===== src/hdl/ma3_pkg.sv =====
// ma3_pkg: types and constants shared by the three-sample moving average
// no dependencies; imported by the channel interfaces and all ma3 modules
`default_nettype none

package ma3_pkg;

  // sample and average width
  localparam int unsigned SampleBits = 16;
  // entries held in the window
  localparam int unsigned WindowLen  = 3;
  // fill level saturates here
  localparam int unsigned FillMax    = 4;
  localparam int unsigned FillBits   = $clog2(FillMax + 1);
  localparam int unsigned SlotBits   = $clog2(WindowLen);

  // dividend of the divide by three: a three-sample sum plus the rounding one
  localparam int unsigned DivBits    = SampleBits + 2;
  // reciprocal multiply: x / 3 == (x * ceil(2^k / 3)) >> k, exact for x < 2^(k-2)
  localparam int unsigned Div3Shift  = DivBits + 2;
  localparam int unsigned ProdBits   = DivBits + Div3Shift;
  localparam logic [Div3Shift-1:0] Div3Recip =
    Div3Shift'(((64'd1 << Div3Shift) + 64'd2) / 64'd3);

  typedef logic [SampleBits-1:0] sample_t;
  typedef logic [FillBits-1:0]   fill_t;
  typedef logic [SlotBits-1:0]   slot_t;
  typedef logic [DivBits-1:0]    dividend_t;

  // operation codes of the func field
  typedef enum logic {
    FUNC_ADD   = 1'b0,
    FUNC_CLEAR = 1'b1
  } func_e;

  // fill levels with a meaning of their own
  localparam fill_t FillEmpty = fill_t'(0);
  localparam fill_t FillOne   = fill_t'(1);
  localparam fill_t FillTwo   = fill_t'(2);
  localparam fill_t FillFull  = fill_t'(WindowLen);
  localparam fill_t FillSat   = fill_t'(FillMax);
  localparam slot_t SlotLast  = slot_t'(WindowLen - 1);

  // one item handed to the window datapath
  typedef struct packed {
    logic    fire;
    func_e   func;
    sample_t sample;
  } step_t;

  // result of one item
  typedef struct packed {
    sample_t average;
    logic    window_full;
  } result_t;

endpackage

`default_nettype wire


===== src/hdl/ma3_in_if.sv =====
// ma3_in_if: input channel of the moving average (valid/ready, func, sample)
// depends on ma3_pkg
`default_nettype none

interface ma3_in_if;
  import ma3_pkg::*;

  logic    valid;
  logic    ready;
  logic    func;
  sample_t sample;

  modport source (output valid, output func, output sample, input ready);
  modport sink   (input valid, input func, input sample, output ready);
endinterface

`default_nettype wire


===== src/hdl/ma3_out_if.sv =====
// ma3_out_if: result channel of the moving average (valid/ready, average, window_full)
// depends on ma3_pkg
`default_nettype none

interface ma3_out_if;
  import ma3_pkg::*;

  logic    valid;
  logic    ready;
  sample_t average;
  logic    window_full;

  modport source (output valid, output average, output window_full, input ready);
  modport sink   (input valid, input average, input window_full, output ready);
endinterface

`default_nettype wire


===== src/hdl/moving_average_window3.sv =====
// three-sample rounded moving average, top level with input and result registers
// depends on ma3_pkg, ma3_in_if, ma3_out_if, ma3_window
// path: a transferred sample is held in the input register, then in the result register
// throughput: one item per cycle unless the result side stalls, with the single divide-by-three
// multiply between the input register and the result register
// reset: clears fill level, write slot, running average and both valid bits;
// ring entries are left as they are and are only read after being written
`default_nettype none

module moving_average_window3 (
  input  wire     clk_i,
  input  wire     rst_ni,
  ma3_in_if.sink  in_i,
  ma3_out_if.source out_o
);
  import ma3_pkg::*;

  logic    in_valid_q;
  func_e   func_q;
  sample_t sample_q;
  logic    out_valid_q;
  result_t res_q;

  logic    advance;
  logic    in_xfer;
  step_t   step;
  result_t res;

  // the result register frees up when empty or when taken
  assign advance  = !out_valid_q || out_o.ready;
  assign in_i.ready = !in_valid_q || advance;
  assign in_xfer  = in_i.valid && in_i.ready;

  assign step.fire   = in_valid_q && advance;
  assign step.func   = func_q;
  assign step.sample = sample_q;

  ma3_window u_window (
    .clk_i    (clk_i),
    .rst_ni   (rst_ni),
    .step_i   (step),
    .result_o (res)
  );

  // input register valid
  always_ff @(posedge clk_i or negedge rst_ni) begin
    if (!rst_ni) begin
      in_valid_q <= 1'b0;
    end else if (in_i.ready) begin
      in_valid_q <= in_i.valid;
    end
  end

  // input register payload
  always_ff @(posedge clk_i) begin
    if (in_xfer) begin
      func_q   <= func_e'(in_i.func);
      sample_q <= in_i.sample;
    end
  end

  // result register valid
  always_ff @(posedge clk_i or negedge rst_ni) begin
    if (!rst_ni) begin
      out_valid_q <= 1'b0;
    end else if (advance) begin
      out_valid_q <= in_valid_q;
    end
  end

  // result register payload
  always_ff @(posedge clk_i) begin
    if (step.fire) begin
      res_q <= res;
    end
  end

  assign out_o.valid       = out_valid_q;
  assign out_o.average     = res_q.average;
  assign out_o.window_full = res_q.window_full;

  // a held item is not dropped while the result side stalls
  assert property (@(posedge clk_i) disable iff (!rst_ni)
    (in_valid_q && !advance) |=> in_valid_q)
    else $error("input item lost under stall");

  // an item moving on always lands in the result register
  assert property (@(posedge clk_i) disable iff (!rst_ni)
    step.fire |=> out_valid_q)
    else $error("item moved on without a result");

  // a stalled result keeps its value
  assert property (@(posedge clk_i) disable iff (!rst_ni)
    (out_valid_q && !out_o.ready) |=> (out_valid_q && $stable(res_q)))
    else $error("stalled result changed");

endmodule

`default_nettype wire


===== src/hdl/ma3_div3.sv =====
// ma3_div3: exact unsigned divide by three through a reciprocal multiply
// depends on ma3_pkg
`default_nettype none

module ma3_div3 (
  input  wire ma3_pkg::dividend_t dividend_i,
  output ma3_pkg::sample_t        quotient_o
);
  import ma3_pkg::*;

  logic [ProdBits-1:0] prod;

  // one multiply, then keep the bits above the fixed-point shift
  assign prod       = ProdBits'(dividend_i) * ProdBits'(Div3Recip);
  assign quotient_o = prod[Div3Shift +: SampleBits];

endmodule

`default_nettype wire


===== src/hdl/ma3_window.sv =====
// ma3_window: sample ring, fill level, write slot and running average,
// with the per-item result logic; depends on ma3_pkg and ma3_div3
`default_nettype none

module ma3_window (
  input  wire              clk_i,
  input  wire              rst_ni,
  input  ma3_pkg::step_t   step_i,
  output ma3_pkg::result_t result_o
);
  import ma3_pkg::*;

  sample_t   ring_q [WindowLen];
  slot_t     slot_q, slot_d;
  fill_t     fill_q, fill_d;
  sample_t   avg_q, avg_d;

  fill_t     fill_inc;
  sample_t   oldest;
  logic      up;
  logic [SampleBits:0] diff;
  logic [SampleBits:0] pair_sum;
  dividend_t dividend;
  sample_t   quot;
  sample_t   avg_next;
  sample_t   partial;
  logic      is_clear;

  assign is_clear = (step_i.func == FUNC_CLEAR);

  // saturating fill count for an add
  assign fill_inc = (fill_q == FillSat) ? FillSat : fill_t'(fill_q + fill_t'(1));

  // oldest sample, the one about to be overwritten
  always_comb begin
    unique case (slot_q)
      slot_t'(0): oldest = ring_q[0];
      slot_t'(1): oldest = ring_q[1];
      default:    oldest = ring_q[SlotLast];
    endcase
  end

  // magnitude of new minus oldest; the rounding one is added in the dividend
  assign up   = (step_i.sample >= oldest);
  assign diff = up ? ((SampleBits+1)'(step_i.sample) - (SampleBits+1)'(oldest))
                   : ((SampleBits+1)'(oldest) - (SampleBits+1)'(step_i.sample));

  // shared divide: full three-sample sum on the third add, difference afterwards
  always_comb begin
    if (fill_inc == FillFull) begin
      dividend = DivBits'(ring_q[0]) + DivBits'(ring_q[1]) + DivBits'(step_i.sample)
               + DivBits'(1);
    end else begin
      dividend = DivBits'(diff) + DivBits'(1);
    end
  end

  ma3_div3 u_div3 (
    .dividend_i (dividend),
    .quotient_o (quot)
  );

  // running average after this add, wrapping
  always_comb begin
    if (fill_inc == FillFull) begin
      avg_next = quot;
    end else if (up) begin
      avg_next = avg_q + quot;
    end else begin
      avg_next = avg_q - quot;
    end
  end

  // rounded mean while the window is not yet full
  assign pair_sum = (SampleBits+1)'(ring_q[0]) + (SampleBits+1)'(step_i.sample)
                  + (SampleBits+1)'(1);
  always_comb begin
    if (fill_inc == FillOne) begin
      partial = step_i.sample;
    end else begin
      partial = pair_sum[SampleBits:1];
    end
  end

  // result of this item
  always_comb begin
    if (is_clear) begin
      result_o.average     = '0;
      result_o.window_full = 1'b0;
    end else if (fill_inc < FillFull) begin
      result_o.average     = partial;
      result_o.window_full = 1'b0;
    end else begin
      result_o.average     = avg_next;
      result_o.window_full = 1'b1;
    end
  end

  // next control state
  always_comb begin
    slot_d = slot_q;
    fill_d = fill_q;
    avg_d  = avg_q;
    if (step_i.fire) begin
      if (is_clear) begin
        slot_d = '0;
        fill_d = FillEmpty;
        avg_d  = '0;
      end else begin
        slot_d = (slot_q == SlotLast) ? slot_t'(0) : slot_t'(slot_q + slot_t'(1));
        fill_d = fill_inc;
        if (fill_inc >= FillFull) begin
          avg_d = avg_next;
        end
      end
    end
  end

  always_ff @(posedge clk_i or negedge rst_ni) begin
    if (!rst_ni) begin
      slot_q <= '0;
      fill_q <= FillEmpty;
      avg_q  <= '0;
    end else begin
      slot_q <= slot_d;
      fill_q <= fill_d;
      avg_q  <= avg_d;
    end
  end

  // ring write at the current slot
  for (genvar i = 0; i < WindowLen; i++) begin : g_ring
    always_ff @(posedge clk_i) begin
      if (step_i.fire && !is_clear && (slot_q == slot_t'(i))) begin
        ring_q[i] <= step_i.sample;
      end
    end
  end

  // fill level never passes saturation
  assert property (@(posedge clk_i) disable iff (!rst_ni) fill_q <= FillSat)
    else $error("fill level beyond saturation");

  // write slot stays inside the ring
  assert property (@(posedge clk_i) disable iff (!rst_ni) slot_q <= SlotLast)
    else $error("write slot outside the ring");

  // while filling, the write slot tracks the fill level
  assert property (@(posedge clk_i) disable iff (!rst_ni)
    (fill_q < FillFull) |-> (fill_q == fill_t'(slot_q)))
    else $error("write slot out of step with fill level");

  // a clear empties the window
  assert property (@(posedge clk_i) disable iff (!rst_ni)
    (step_i.fire && is_clear) |=> (fill_q == FillEmpty && slot_q == '0 && avg_q == '0))
    else $error("clear did not empty the window");

endmodule

`default_nettype wire

===== src/flat_wrapper.sv =====
// flat-port wrapper written by rule: the top's interface ports become plain ports
module moving_average_window3_flat import ma3_pkg::*;
  (clk_i, rst_ni, in_i_valid, in_i_func, in_i_sample, in_i_ready, out_o_valid, out_o_average, out_o_window_full, out_o_ready);
  ma3_in_if in_i_i ();
  ma3_out_if out_o_i ();
  input  wire clk_i;
  input  wire rst_ni;
  input wire logic [$bits(in_i_i.valid)-1:0] in_i_valid;
  input wire logic [$bits(in_i_i.func)-1:0] in_i_func;
  input wire logic [$bits(in_i_i.sample)-1:0] in_i_sample;
  output wire logic [$bits(in_i_i.ready)-1:0] in_i_ready;
  output wire logic [$bits(out_o_i.valid)-1:0] out_o_valid;
  output wire logic [$bits(out_o_i.average)-1:0] out_o_average;
  output wire logic [$bits(out_o_i.window_full)-1:0] out_o_window_full;
  input wire logic [$bits(out_o_i.ready)-1:0] out_o_ready;
  assign in_i_i.valid = in_i_valid;
  assign in_i_i.func = in_i_func;
  assign in_i_i.sample = in_i_sample;
  assign in_i_ready = in_i_i.ready;
  assign out_o_valid = out_o_i.valid;
  assign out_o_average = out_o_i.average;
  assign out_o_window_full = out_o_i.window_full;
  assign out_o_i.ready = out_o_ready;
  moving_average_window3 u_core (.clk_i(clk_i), .rst_ni(rst_ni), .in_i(in_i_i), .out_o(out_o_i));
endmodule

===== config.mk =====
export PLATFORM = sky130hd
export DESIGN_NAME = moving_average_window3_flat
export DESIGN_NICKNAME = d
export VERILOG_FILES = /design/src/hdl/ma3_pkg.sv /design/src/hdl/ma3_in_if.sv /design/src/hdl/ma3_out_if.sv /design/src/hdl/moving_average_window3.sv /design/src/hdl/ma3_div3.sv /design/src/hdl/ma3_window.sv /design/src/flat_wrapper.sv
export SDC_FILE = /design/constraint.sdc
export NUM_CORES = 1
export LEC_CHECK = 0
export BUFFER_PORTS_ARGS = -buffer_cell sky130_fd_sc_hd__buf_2
export CORE_ASPECT_RATIO = 1.75
export CORE_MARGIN = 4
export CORE_UTILIZATION = 49
export CTS_BUF_LIST = sky130_fd_sc_hd__clkbuf_8
export DETAILED_ROUTE_END_ITERATION = 8
export MAX_ROUTING_LAYER = met4
export PLACE_DENSITY = 0.7
export SYNTH_ARGS = -nofsm -noshare
export SYNTH_HDL_FRONTEND = slang
export SYNTH_SLANG_ARGS = --single-unit

===== constraint.sdc =====
create_clock -name clk_i -period 11.6 [get_ports clk_i]
set_clock_uncertainty 0.15 [all_clocks]
set_input_delay 1.16 -clock clk_i [delete_from_list [all_inputs] [get_ports clk_i]]
set_output_delay 1.16 -clock clk_i [all_outputs]
set_load 0.03 [all_outputs]

==> results.ini, run 1 <==
[timing]
slew-limit-headroom = 0.275
setup_slack_ns = 0.0267
hold_viol = 0
maxSlewViolCount = 0
tightest_slew_ns = 1.08
rsz0062_at_grt = yes
finalSetupViolCount = 0
fmax_mhz = 86.4
period_needed_ns = 11.57
fin_crit_sh = 0.998

[finish]
antenna_cells = 0
fin_util = 0.657
fin_cells = 2414
drive_above_1_share = 0.317
fin_nets = 2402
syn_to_final_growth_pct = 32.4

[floorplan]
rows = 84
die_w_um = 140
io_pins = 40
core_area_um2 = 30100
initial_core_util = 0.496
dieHeight_um = 239
die_area_um2 = 33400

[global_routing]
grt_start_max_net_pins = 35
overflow = 0
grt_pass1_vias = 13600
antenna_found_initial = 0
grt_pass1_wl_mm = 68.9
grt.total_usage = 0.268

[detailed_routing]
post_drt_wl_per_cell_um = 18.3
drc_errors = 0
first_pass_iters = 4
ant_nets = 0
drtIter0Drc = 473
wirelength_mm = 44.2
num_vias = 13000
vias_per_cell = 5.40

[critical_path]
required_ns = 11.78
crit_path_frequent_cell = fa_1
critPathLaunchType = register
critPathCaptureType = register
crit_arrival_ns = 11.75
crit_fanout = 8
critical_path.max_stage_delay_ns = 0.64
path_class = register to register
cpMaxStageDelayCell = or4_4

[place]
dp.cells = 2349
io_buffers = 39
place.gp.congestion = 1.00
dpl.hpwl_mm = 36.8
place_worst_setup_slack_ns = -0.746

[synth]
synth-simple-area-share = 0.108
syn_avg_cell_area_um2 = 9.19
yosys.area_share.adder = 0.364
synth-edff-count = 82
ys_ff_latch = 105
synthArstFlopShare = 0.219
seq_area_frac_synth = 0.204
synth_cell_types = 74
synth-main-ff-cell = edfxtp_1
netlist_instances = 1623
syn_nets = 2003
syn_area_um2 = 14900
ys_warn_count = 0
synth_compound_area_frac = 0.162
muxShareOfSynthArea = 0.0176
synth_top_family_by_area = adder cells
synth_xor_area_frac = 0.0592

[min_path]
hold_path.class = register to register

[clock_tree]
cts.sinks = 105
clk_path_buf_depth = 2
cts_tree = yes
cts_made_buffers = 9
cts_hold_buf = 0
clk_latency_ns = 0.40
clk_pin_slew_ns = 0.11
clock-root-buffer = clkbuf_8
htreeDepth = 3

[run_status]
status = complete, no violations

[flow_run]
cap_violations = 0

-- critical path: cells and delay by family (launching register included) --
| family | cells | cell delay, ns |
|---|---|---|
| AND/OR/NAND/NOR | 6 | 1.83 |
| flip-flops | 1 | 0.46 |
| XOR/XNOR | 5 | 0.64 |
| adder cells (fa/ha/maj) | 9 | 3.21 |
| multiplexers | 1 | 0.18 |
| buffers and inverters | 9 | 0.99 |
| AO/OA/AOI/OAI | 20 | 4.03 |
-- metrics by stage --
step                      cell area [um2]  hold WS, ns  TNS, ns
after floorplan                     15000        0.306        0
after global placement              18000        0.320    -3.59
final                               19800        0.348        0
after global routing                19800        0.383    -2.35
after CTS                           18500        0.353  -0.0114
after detailed placement            18000        0.328    -5.87
-- flip-flops by register name, summed over array words and instances (netlist names) --
signal                    flops
u_core.out_o.average         16
u_core.sample_q              16
u_core.in_valid_q             1
u_core.u_window.slot_q        2
u_core.func_q                 1
u_core.out_o.window_full      1
u_core.out_o.valid            1
u_core.u_window.ring_q       48
u_core.u_window.fill_q        3
u_core.u_window.avg_q        16
-- cell usage in the layout (no fill, tap or decap), types with 22 or more instances in the layout --
master	instances
a211oi_1	27
a21o_1	29
a21oi_1	66
a21oi_2	22
buf_2	39
buf_4	369
dfrtp_1	22
edfxtp_1	82
fa_1	122
ha_1	211
ha_4	22
inv_1	273
inv_2	22
nand2_1	103
nor2_1	60
nor3_1	24
o21ai_0	61
o21ai_1	25
xnor2_1	55
xor2_1	26
-- layout make-up --
cell class	count	area [um2]
well taps	387	484
flip-flops and latches	105	3040
clock buffers	9	124
clock inverters	7	53.8
fillers	2443	10300
repair buffers	425	3200
inverters	295	1110
multi-input cells	1186	11700
-- synthesized netlist by cell type, drive strengths merged, types with 4 or more instances --
master	number	area, um2
o21bai	12	90.1
a21oi	94	482
edfxtp	82	2460
and2	14	87.6
clkbuf	26	97.6
a211oi	31	233
or4	4	30.0
xor2	36	323
nor2b	18	120
nor3	27	135
a21boi	4	30.0
nand2	113	424
ha	234	2930
buf	11	63.8
fa	125	2500
or2	5	31.3
o31ai	9	81.3
dfrtp	23	576
o31a	4	35.0
and3	12	75.1
nand3b	7	52.6
a21o	29	218
a221oi	9	78.8
or3	7	43.8
o21ai	99	495
nand3	17	85.1
a211o	4	35.0
o21a	14	105
nor4	9	71.3
nand4	5	31.3
xnor2	64	561
o22ai	6	43.8
inv	295	1110
o211ai	12	90.1
mux2i	24	240
nand2b	13	81.3
nor2	66	248
a31oi	14	93.8
-- cell families after synthesis --
logic type / after synthesis
compound gates: 373
xor+xnor: 100
fa+ha+maj: 359
buf+inv: 332
flops: 105
mux: 26
simple gates: 328
-- routing by layer --
layer / vias up / share of wire / GRT usage
met3: 132 / 0.023 / 0.0130
met2: 278 / 0.54 / 0.498
met5: - / 0 / -
met1: 6284 / 0.36 / 0.276
li1: 6351 / - / -
met4: 0 / 0.079 / 0.162
-- path summary, 6_finish.rpt --
| check | to | depth (start not counted) | slack, ns | startpoint |
|---|---|---|---|---|
| max in group asynchronous | u_core.u_window.slot_q[0]$_DFFE_PN0P_ | 1 | 10.27 | rst_ni |
| min in group asynchronous | u_core.u_window.avg_q[8]$_DFFE_PN0P_ | 1 | 0.60 | rst_ni |
| max reg2reg | u_core.u_window.avg_q[15]$_DFFE_PN0P_ | 50 | 0.03 | u_core.u_window.slot_q[0]$_DFFE_PN0P_ |
| min reg2reg | u_core.u_window.avg_q[13]$_DFFE_PN0P_ | 2 | 0.35 | u_core.u_window.avg_q[13]$_DFFE_PN0P_ |
| min | u_core.u_window.avg_q[13]$_DFFE_PN0P_ | 2 | 0.35 | u_core.u_window.avg_q[13]$_DFFE_PN0P_ |
| max | u_core.u_window.avg_q[15]$_DFFE_PN0P_ | 50 | 0.03 | u_core.u_window.slot_q[0]$_DFFE_PN0P_ |
-- what timing repair did --
| action | in CTS | in global routing |
|---|---|---|
| endpoints found under the setup margin | 15 | 18 |
| resized for setup | 56 | 193 |
| setup buffers | 8 | 41 |
| pin swaps | 19 | 113 |
| cloned | 1 | 0 |
Power of run 1 is left out: the tool's default activity adds up to more than one toggle a clock period on the data nets, which glitch-free logic cannot reach.
==> inputs of run 2 (changes only) <==
--- a/config.mk
+++ b/config.mk
@@ -8,11 +8,12 @@
 export BUFFER_PORTS_ARGS = -buffer_cell sky130_fd_sc_hd__buf_2
 export CORE_ASPECT_RATIO = 1.75
 export CORE_MARGIN = 4
-export CORE_UTILIZATION = 49
+export CORE_UTILIZATION = 60
 export CTS_BUF_LIST = sky130_fd_sc_hd__clkbuf_8
+export CTS_CLUSTER_DIAMETER = 120
 export DETAILED_ROUTE_END_ITERATION = 8
 export MAX_ROUTING_LAYER = met4
-export PLACE_DENSITY = 0.7
+export PLACE_DENSITY = 0.82
 export SYNTH_ARGS = -nofsm -noshare
 export SYNTH_HDL_FRONTEND = slang
 export SYNTH_SLANG_ARGS = --single-unit
==> constraint.sdc (replaced) <==
create_clock -name clk_i -period 11.6 [get_ports clk_i]
set_clock_uncertainty 0.15 [all_clocks]
set_input_delay 1.16 -clock clk_i [delete_from_list [all_inputs] [get_ports clk_i]]
set_output_delay 1.16 -clock clk_i [all_outputs]
set_load 0.05 [all_outputs]
==> run 2 against run 1 <==
The run now ends with negative setup slack left. Fmax decreased by 2.4%. Worst setup slack got worse by 0.28 ns. Core utilization increased by 14 points. First-iteration DRC count increased by 98%. Global-route usage increased by 7.3 points. Register-to-register slack got worse by 0.28 ns. Critical path depth decreased by 1. Clock-buffer cell count increased by 1.
==> results.ini, run 2 (synthesis gave the netlist of run 1 again) <==
[run_status]
status = finished, violations left
failed_checks = negative setup slack

[critical_path]
r2r-end = u_core.u_window.avg_q[15]$_DFFE_PN0P_
crit_fanout = 8
critical_path.max_stage_delay_ns = 0.61
crit_arrival_ns = 12.04
cpMaxStageDelayCell = or4_4
crit_start = u_core.u_window.slot_q[0]$_DFFE_PN0P_
critPathLaunchType = register
path_class = register to register
required_ns = 11.78
reg2regPathDepth = 49
rrSetupSlack_ns = -0.26
critPathCaptureType = register
crit_path_end = u_core.u_window.avg_q[15]$_DFFE_PN0P_
reg2reg_from = u_core.u_window.slot_q[0]$_DFFE_PN0P_

[detailed_routing]
first_pass_iters = 5
drtIter0Drc = 937
wirelength_mm = 48.8
num_vias = 13900
ant_nets = 0
vias_per_cell = 6.00
drc_errors = 0
post_drt_wl_per_cell_um = 21.1

[finish]
largest_reg_flops = 48
syn_to_final_growth_pct = 30.7
layout_common_cells = buf_4 (338), inv_1 (275), ha_1 (210)
max_flop_register = u_core.u_window.ring_q
antenna_cells = 0
drive_above_1_share = 0.308
fillers = 1518
fin_nets = 2375
final_common_cell = buf_4

[global_routing]
antenna_found_initial = 0
grt_pass1_vias = 14700
grt_start_max_net_pins = 46
overflow = 0
grt_pass1_wl_mm = 71.7
grt.total_usage = 0.341

[min_path]
hold_path.class = register to register

[floorplan]
dieHeight_um = 217
initial_core_util = 0.608
io_pins = 40
rows = 76
core_area_um2 = 24500
die_w_um = 127
die_area_um2 = 27500

[clock_tree]
cts_made_buffers = 9
htreeDepth = 3
cts_hold_buf = 0
cts_tree = yes
clk_latency_ns = 0.40
cts.sinks = 105
clk_pin_slew_ns = 0.11
clock-root-buffer = clkbuf_8
clk_path_buf_depth = 2

[timing]
fmax_mhz = 84.3
maxSlewViolCount = 0
rsz0062_at_grt = yes
fin_crit_sh = 1.02
finalSetupViolCount = 4
slew-limit-headroom = 0.354
setup_slack_ns = -0.255
period_needed_ns = 11.86
fin_tns_setup_ns = -0.610
hold_viol = 0
tightest_slew_ns = 0.962

[place]
dpl.hpwl_mm = 37.5
io_buffers = 39
place.gp.congestion = 1.06

[flow_run]
cap_violations = 0

run 2: cell types whose count changed in the layout (fill, tap and decap cells not counted), sizes merged:
cell / before / now
inv: 299 / 298
buf: 424 / 398
bufbuf: 1 / 0
clkbuf: 9 / 10
run 2: worst min-delay path by stage:
stage	from	to	depth (start not counted)
after floorplan	u_core.u_window.avg_q[0]$_DFFE_PN0P_	u_core.u_window.avg_q[0]$_DFFE_PN0P_	2
after global placement	u_core.u_window.avg_q[0]$_DFFE_PN0P_	u_core.u_window.avg_q[0]$_DFFE_PN0P_	2
after detailed placement	u_core.u_window.avg_q[0]$_DFFE_PN0P_	u_core.u_window.avg_q[0]$_DFFE_PN0P_	2
after CTS	u_core.u_window.avg_q[0]$_DFFE_PN0P_	u_core.u_window.avg_q[0]$_DFFE_PN0P_	2
after global routing	u_core.u_window.avg_q[13]$_DFFE_PN0P_	u_core.u_window.avg_q[13]$_DFFE_PN0P_	2
final	u_core.u_window.avg_q[0]$_DFFE_PN0P_	u_core.u_window.avg_q[0]$_DFFE_PN0P_	2
run 2: layer usage:
metal  up-vias  track usage  wire (um)
li1       6296            -          -
met4         0        0.275       5140
met1      6674        0.328      16000
met3       298       0.0279       2170
met2       601        0.612      25500
met5         -            -          0
run 2: worst max-delay path, delay by kind of cell, from the launching register on:
kind,cells,cell delay [ns]
fa+ha+maj,8,3.16
mux,2,0.44
compound gates,14,3.06
simple gates,12,2.72
buf+inv,8,0.86
flops,1,0.46
xor+xnor,5,0.92
run 2: repair_timing:
action                     in CTS  in global routing
setup endpoints to repair      16                 18
pin swaps                      39                105
setup buffers                  26                 33
gates resized for setup        68                184
gates cloned                    1                  0
run 2: area by class of cell:
class | count | area [um2] | area share
clock buffer | 10 | 138 | 0.00706
clock inverter | 6 | 58.8 | 0.00302
inverter | 295 | 1110 | 0.0568
multi-input combinational | 1186 | 11800 | 0.603
sequential | 105 | 3040 | 0.156
tap | 312 | 390 | 0.0200
timing repair buffer | 398 | 3000 | 0.154
run 2: stage by stage:
stage / std cells / hold slack, ns / setup WS, ns / instance area, um2 / util
after floorplan: 1623 / 0.306 / 0.00842 / 15000 / -
after global placement: 2238 / 0.322 / -0.316 / 17700 / 0.720
after detailed placement: 2238 / 0.330 / -0.691 / 17700 / 0.720
after CTS: 2281 / 0.355 / -0.0452 / 18400 / 0.749
after global routing: 2312 / 0.395 / -0.732 / 19500 / 0.794
final: 2312 / 0.364 / -0.255 / 19500 / 0.794
Power of run 2 is left out for the same reason.
